$ cat src/rtl/core/spr_pkg.sv
package spr_pkg;

    localparam int WORD_W = 32;
    localparam int CNT_W  = 8;
    localparam int STAT_W = 2;
    localparam int CFG_IDX_W = 3;

    localparam logic [STAT_W-1:0] ST_CONVERGED = 2'd0;
    localparam logic [STAT_W-1:0] ST_FLAT      = 2'd1;
    localparam logic [STAT_W-1:0] ST_LIMIT     = 2'd2;

    localparam logic [CFG_IDX_W-1:0] REG_DEGREE = 3'd6;
    localparam logic [CFG_IDX_W-1:0] REG_LIMIT  = 3'd7;

    localparam int REL_SCALE = 1000;

    // request to the divider
    typedef struct packed {
        logic              start;
        logic signed [63:0] num;
        logic signed [31:0] den;
    } t_div_req;

    typedef struct packed {
        logic              done;
        logic signed [63:0] quo;
    } t_div_rsp;

    function automatic logic signed [31:0] sat32(input logic signed [65:0] v);
        logic signed [65:0] hi;
        logic signed [65:0] lo;
        hi = 66'sh0_7FFF_FFFF;
        lo = -66'sh0_8000_0000;
        if (v > hi) begin
            sat32 = 32'sh7FFF_FFFF;
        end else if (v < lo) begin
            sat32 = 32'sh8000_0000;
        end else begin
            sat32 = v[31:0];
        end
    endfunction

endpackage

$ cat src/rtl/core/spr_div.sv
module spr_div (
    input  logic                 i_clk,
    input  logic                 i_rst_n,
    input  spr_pkg::t_div_req    i_req,
    output spr_pkg::t_div_rsp    o_rsp
);

    // restoring divider, one quotient bit a cycle, truncating toward zero
    logic [63:0] r_quo, n_quo;
    logic [64:0] r_rem, n_rem;
    logic [31:0] r_den, n_den;
    logic        r_neg, n_neg;
    logic [6:0]  r_cnt, n_cnt;
    logic        r_busy, n_busy;
    logic        r_done, n_done;
    logic [64:0] w_trial;
    logic [63:0] w_num_abs;

    assign w_num_abs = i_req.num[63] ? 64'(-i_req.num) : 64'(i_req.num);
    assign w_trial   = {r_rem[63:0], r_quo[63]} - {33'd0, r_den};

    always_comb begin
        n_quo  = r_quo;
        n_rem  = r_rem;
        n_den  = r_den;
        n_neg  = r_neg;
        n_cnt  = r_cnt;
        n_busy = r_busy;
        n_done = 1'b0;
        if (i_req.start) begin
            n_quo  = w_num_abs;
            n_rem  = '0;
            n_den  = i_req.den[31] ? 32'(-i_req.den) : 32'(i_req.den);
            n_neg  = i_req.num[63] ^ i_req.den[31];
            n_cnt  = 7'd64;
            n_busy = 1'b1;
        end else if (r_busy) begin
            if (!w_trial[64]) begin
                n_rem = w_trial;
                n_quo = {r_quo[62:0], 1'b1};
            end else begin
                n_rem = {r_rem[63:0], r_quo[63]};
                n_quo = {r_quo[62:0], 1'b0};
            end
            n_cnt = r_cnt - 7'd1;
            if (r_cnt == 7'd1) begin
                n_busy = 1'b0;
                n_done = 1'b1;
            end
        end
    end

    always_ff @(posedge i_clk) begin
        if (!i_rst_n) begin
            r_busy <= 1'b0;
            r_done <= 1'b0;
            r_cnt  <= '0;
        end else begin
            r_busy <= n_busy;
            r_done <= n_done;
            r_cnt  <= n_cnt;
        end
        r_quo <= n_quo;
        r_rem <= n_rem;
        r_den <= n_den;
        r_neg <= n_neg;
    end

    assign o_rsp.done = r_done;
    assign o_rsp.quo  = r_neg ? -$signed(r_quo) : $signed(r_quo);

endmodule

$ cat config.mk
export PLATFORM = sky130hd
export DESIGN_NAME = spr_div
export DESIGN_NICKNAME = d
export VERILOG_FILES = /design/src/rtl/core/spr_pkg.sv /design/src/rtl/core/spr_div.sv
export SDC_FILE = /design/constraint.sdc
export NUM_CORES = 1
export LEC_CHECK = 0
export BUFFER_PORTS_ARGS = -buffer_cell sky130_fd_sc_hd__buf_2
export CAP_MARGIN = 15
export CORE_MARGIN = 2
export CORE_UTILIZATION = 40
export CTS_CLUSTER_DIAMETER = 120
export CTS_CLUSTER_SIZE = 16
export DETAILED_ROUTE_END_ITERATION = 16
export SLEW_MARGIN = 20
export SYNTH_ARGS = -nofsm -noshare
export SYNTH_HDL_FRONTEND = slang
export SYNTH_SLANG_ARGS = --single-unit
$ cat constraint.sdc
create_clock -name i_clk -period 3.5 [get_ports i_clk]
set_input_delay 0.525 -clock i_clk [delete_from_list [all_inputs] [get_ports i_clk]]
set_output_delay 0.525 -clock i_clk [all_outputs]
set_load 0.02 [all_outputs]
After elaboration in Yosys (flattened, before gate mapping)
Index checks and enable logic that the tools add are counted.
Storage, ports and cells
  latch bits: 0
  word-level logic and storage cells: 34
  output and inout port bits: 65
  memories kept: 0
  memory bits (read-only): 0
  register bits: 170
  bits in writable memories: 0
Cells by class
  $add $sub $neg: 5
  shifts and indexed selects: 0
  reductions and logical operators: 3
  equal/unequal tests: 1
  bitwise operators: 3
  mux-type cells: 13
  div/mod/pow operators: 0
  magnitude comparators: 0
  multiply operators: 0
Operators by type and width (number)
  2-to-1 mux 64 bit: 5
  negation 64 bit: 2
  subtractor 65 x 32 -> 65 bit: 1
  negation 32 bit: 1
  2-to-1 mux 31 bit: 1
  2-to-1 mux 7 bit: 2
  equality test 7 x 1 -> 1 bit (second input constant): 1
  subtractor 7 x 1 -> 7 bit (second input constant): 1
  2-to-1 mux 1 bit: 5
  OR reduction 3 bit: 1
  NOT 1 bit: 2
  nonzero test 2 bit: 1
  OR reduction 2 bit: 1
  bitwise XOR 1 bit: 1

Longest topological paths before layout
  depth after elaboration: 4
  depth in mapped cells: 13
  mapped depth without buffers: 12

Worst setup path before layout
OpenSTA, ideal clock, no wires.
  path kind: register to output
  start: reg r_quo[43]
  end: out o_rsp[63] (netlist bit)
  arrival: 3.402 ns
  buffers on the path: 0
  data required time: 2.975 ns
  stages on the path, launching flop included: 9
  setup slack: -0.427 ns
  cells stage by stage: edfxtp_1 -> or4_4 -> or3_4 -> or4_4 -> or4_4 -> or3_4 -> or3_4 -> o41ai_4 -> xnor2_1
RTL lines
  start, declared: RTL line spr_div.sv:9  | logic [63:0] r_quo, n_quo;
  start signal, assigned: RTL line spr_div.sv:63  | r_quo <= n_quo;
  end, declared: RTL line spr_div.sv:5  | output spr_pkg::t_div_rsp o_rsp

==> flow_metrics.py <==
metrics = {
    "sta": {
        "setup_ws_ps": -910.9,
        "final.setup.tns_ps": -21490,
        "finalMaxSlewViolations": 0,
        "period_share": 1.260,
        "finalCriticalPeriod_ps": 4411,
        "relSlewSlack": 0.4145,
        "fin_worst_skew_ps": 13.87,
        "fmax_mhz": 226.7,
        "worst_pin_slew_ps": 878.2,
        "rsz0062_at_grt": "true",
        "setup_viol": 37,
        "hold_viol": 0,
    },
    "floorplanning": {
        "core_um2": 30430,
        "initial_utilization": 0.4037,
        "std_cell_rows": 64,
        "ios": 164,
        "die_w_um": 179.2,
        "die_y_um": 179.2,
        "dieArea_um2": 32130,
    },
    "min_path": {
        "hp-class": "in2reg",
        "whs_path_depth": 1,
        "hold_end": "r_den[0]$_DFFE_PP_",
        "holdCritStartpoint": "i_req[0]",
    },
    "logic_synthesis": {
        "ys_async_sr_fraction": 0,
        "synthFlopType": "edfxtp_1",
        "synth_top_area_share": 0.2371,
        "yosys-top-cells-count": "nor2_1, nand2_1, xnor2_1",
        "synth.area.top_cells": "edfxtp_1, dfxtp_1, xnor2_1, xor2_1, nor2_1",
        "ys_seq_area_frac": 0.3561,
        "yosys.area.top_type": "edfxtp_1",
        "synth.net_count": 1593,
        "ys_types": 71,
        "ys_ff_latch": 170,
        "synth.most_common_cell": "nor2_1",
        "syn_area_um2": 12280,
        "yosysWarnings": 0,
        "synth_edf_count": 97,
        "synthCells": 1456,
        "syn_area_per_cell_um2": 8.437,
    },
    "routing": {
        "num_vias": 11438,
        "drt-pass1-iter-count": 6,
        "final_antenna_net_count": 0,
        "viasPerCell": 5.452,
        "dr.first_iter.drc_count": 881,
        "drc": 0,
        "routed_wl_mm": 34.04,
        "wl_per_cell_um": 16.23,
    },
    "global_route": {
        "grt_pass1_wl_mm": 54.30,
        "grt_max_degree": 84,
        "grt_usage": 0.2101,
        "first_global_vias": 10752,
        "antenna_found_initial": 0,
        "gr-total-overflow": 0,
    },
    "clocking": {
        "htree_levels": 4,
        "numCtsBuffers": 17,
        "clkTransAtPathRegs_ps": 70,
        "clkLatencyLatePin_ps": 440,
        "clockBufferDepth": 2,
        "cts_sinks": 170,
        "cts_tree": "done",
        "root_buffer": "clkbuf_16",
    },
    "pwr": {
        "p_per_area_nw_per_um2": 449.7,
        "p_leak_nw": 6.174,
        "irDropWorstVdd_uv": 336.9,
    },
    "setup_path": {
        "end_kind": "output pin",
        "reg2reg_slack_ps": 200,
        "worst_path_max_delay_cell": "or4_4",
        "arrival_ps": 3890,
        "cp_slowest_stage_delay_ps": 550,
        "path_class": "reg2out",
        "reg2reg_from": "r_quo[63]$_DFFE_PP_",
        "rr_endpoint": "r_rem[31]$_SDFFE_PP0P_",
        "crit_path_cell_trace": "or4_4, or3_4, or4_4, or4_4, or3_4, or3_4, o41ai_4, xnor2_2, buf_4",
        "worst-path-max-fanout": 5,
        "r2r_cells": 14,
        "cp.buffers_inverters": 1,
        "critical-path-top-delay-family": "simple AND/OR/NAND/NOR gates",
        "critPathRequiredTime_ps": 2970,
        "start_kind": "flop",
    },
    "finish": {
        "synthToLayoutAreaGrowth_pct": 27.32,
        "stdcell_count": 2098,
        "layout-drive-gt1-share": 0.2422,
        "nets": 1825,
    },
    "placed_design": {
        "numPortBuffers": 163,
        "gp_congestion": 0.8768,
        "hpwl_mm": 24.75,
        "placed_cells": 2043,
    },
    "run": {
        "max_cap_viol_count": 0,
    },
    "run_status": {
        "violations": "setup timing",
        "status": "complete, but fails checks",
    },
}
-- placed cells by master, fill, tap and decap left out, types with 12 or more instances in the layout --
cell type,n
a211oi_1,20
a21oi_1,108
a311oi_1,20
buf_2,127
buf_4,136
buf_6,16
clkbuf_16,17
dfxtp_1,72
edfxtp_1,97
ha_1,36
inv_1,58
nand2_1,147
nand2b_1,18
nand3_1,24
nand4_1,12
nor2_1,153
nor3_1,29
nor4_1,18
o21ai_0,77
o31ai_1,32
o31ai_4,16
o41ai_1,14
or3_1,26
or4_1,17
xnor2_1,109
xor2_1,90
-- registers in the layout, summed over array words and instances (netlist names) --
register / cells
r_rem: 64
r_den: 32
r_cnt: 7
r_done: 1
r_neg: 1
r_quo: 64
r_busy: 1
-- worst max-delay path by stage --
| stage | end | slack (ps) | cells past startpoint | from |
|---|---|---|---|---|
| final | o_rsp[63] | -910 | 9 | r_quo[43]$_DFFE_PP_ |
| after global routing | o_rsp[59] | -1030 | 9 | r_quo[43]$_DFFE_PP_ |
| after CTS | o_rsp[63] | -950 | 9 | r_quo[43]$_DFFE_PP_ |
| after detailed placement | o_rsp[62] | -610 | 12 | r_quo[19]$_DFFE_PP_ |
| after global placement | o_rsp[62] | -530 | 12 | r_quo[19]$_DFFE_PP_ |
| after floorplan | o_rsp[63] | -390 | 8 | r_quo[43]$_DFFE_PP_ |
-- worst reg2reg max path, stage by stage (launching register included) --
cell and delay (ps):
edfxtp_1 380, inv_1 100, ha_4 140, fa_2 200, nand2b_1 130, a211oi_1 110
o41a_1 350, a211o_1 350, a221o_1 460, buf_4 180, nor2_2 160, buf_12 230
o21ai_0 110, a31oi_1 210, nor3_1 70
-- logic make-up (layout without fill, tap and decap cells) --
logic type	Yosys count	after routing	share of synthesized area
and+or+nand+nor	525	525	0.2103
buffers and inverters	131	376	0.04084
muxes	7	7	0.005806
other	0	1	0
xor gates and xnor gates	210	210	0.1497
DFF	170	170	0.3561
adders and majority gates	38	38	0.03932
AOI/OAI and AO/OA	375	375	0.1979
-- per-stage QoR --
step / setup slack, ps / area, um2 / util / hold WS [ps] / power (mW)
floorplan: -391.9 / 12390 / - / 453.1 / 4.237
global placement: -533.3 / 14230 / 0.4676 / 474.9 / 4.990
detailed placement: -609.9 / 14230 / 0.4676 / 479.7 / 5.019
CTS: -950.2 / 15340 / 0.5041 / 298.5 / 7.010
global route: -1032 / 15640 / 0.5139 / 309.1 / 7.467
finish: -910.9 / 15640 / 0.5140 / 315.6 / 7.033
-- area by class of cell --
| type | instances | area [um2] |
|---|---|---|
| Antenna cell | 1 | 2.502 |
| Clock buffer | 17 | 425.4 |
| Clock inverter | 15 | 151.4 |
| Fill cell | 2843 | 14790 |
| Multi-Input combinational cell | 1155 | 8021 |
| Tap cell | 396 | 495.5 |
| Timing Repair Buffer | 285 | 1947 |
| Inverter | 59 | 221.5 |
| Sequential cell | 170 | 4375 |
-- power by group --
group          leakage, nW  switching (mW)  total, mW  internal (mW)
clock network        0.284           0.924       1.88          0.954
logic                 4.34            1.46       2.58           1.12
registers             1.55           0.214       2.58           2.37
total                 6.17            2.60       7.03           4.44
-- per-layer routing --
metal,track usage,part of all wire
met4,0.05141,0.011
met3,0.02354,0.047
met1,0.2895,0.47
met2,0.3512,0.47
met5,0,0
-- repair_timing --
action	in CTS	in global routing
buffers inserted	10	16
gates resized for setup	105	48
pin swaps	25	28
hold endpoints to repair	0	0
endpoints found under the setup margin	44	78
hold buffers	0	0
(Power assumes the default switching activity.)
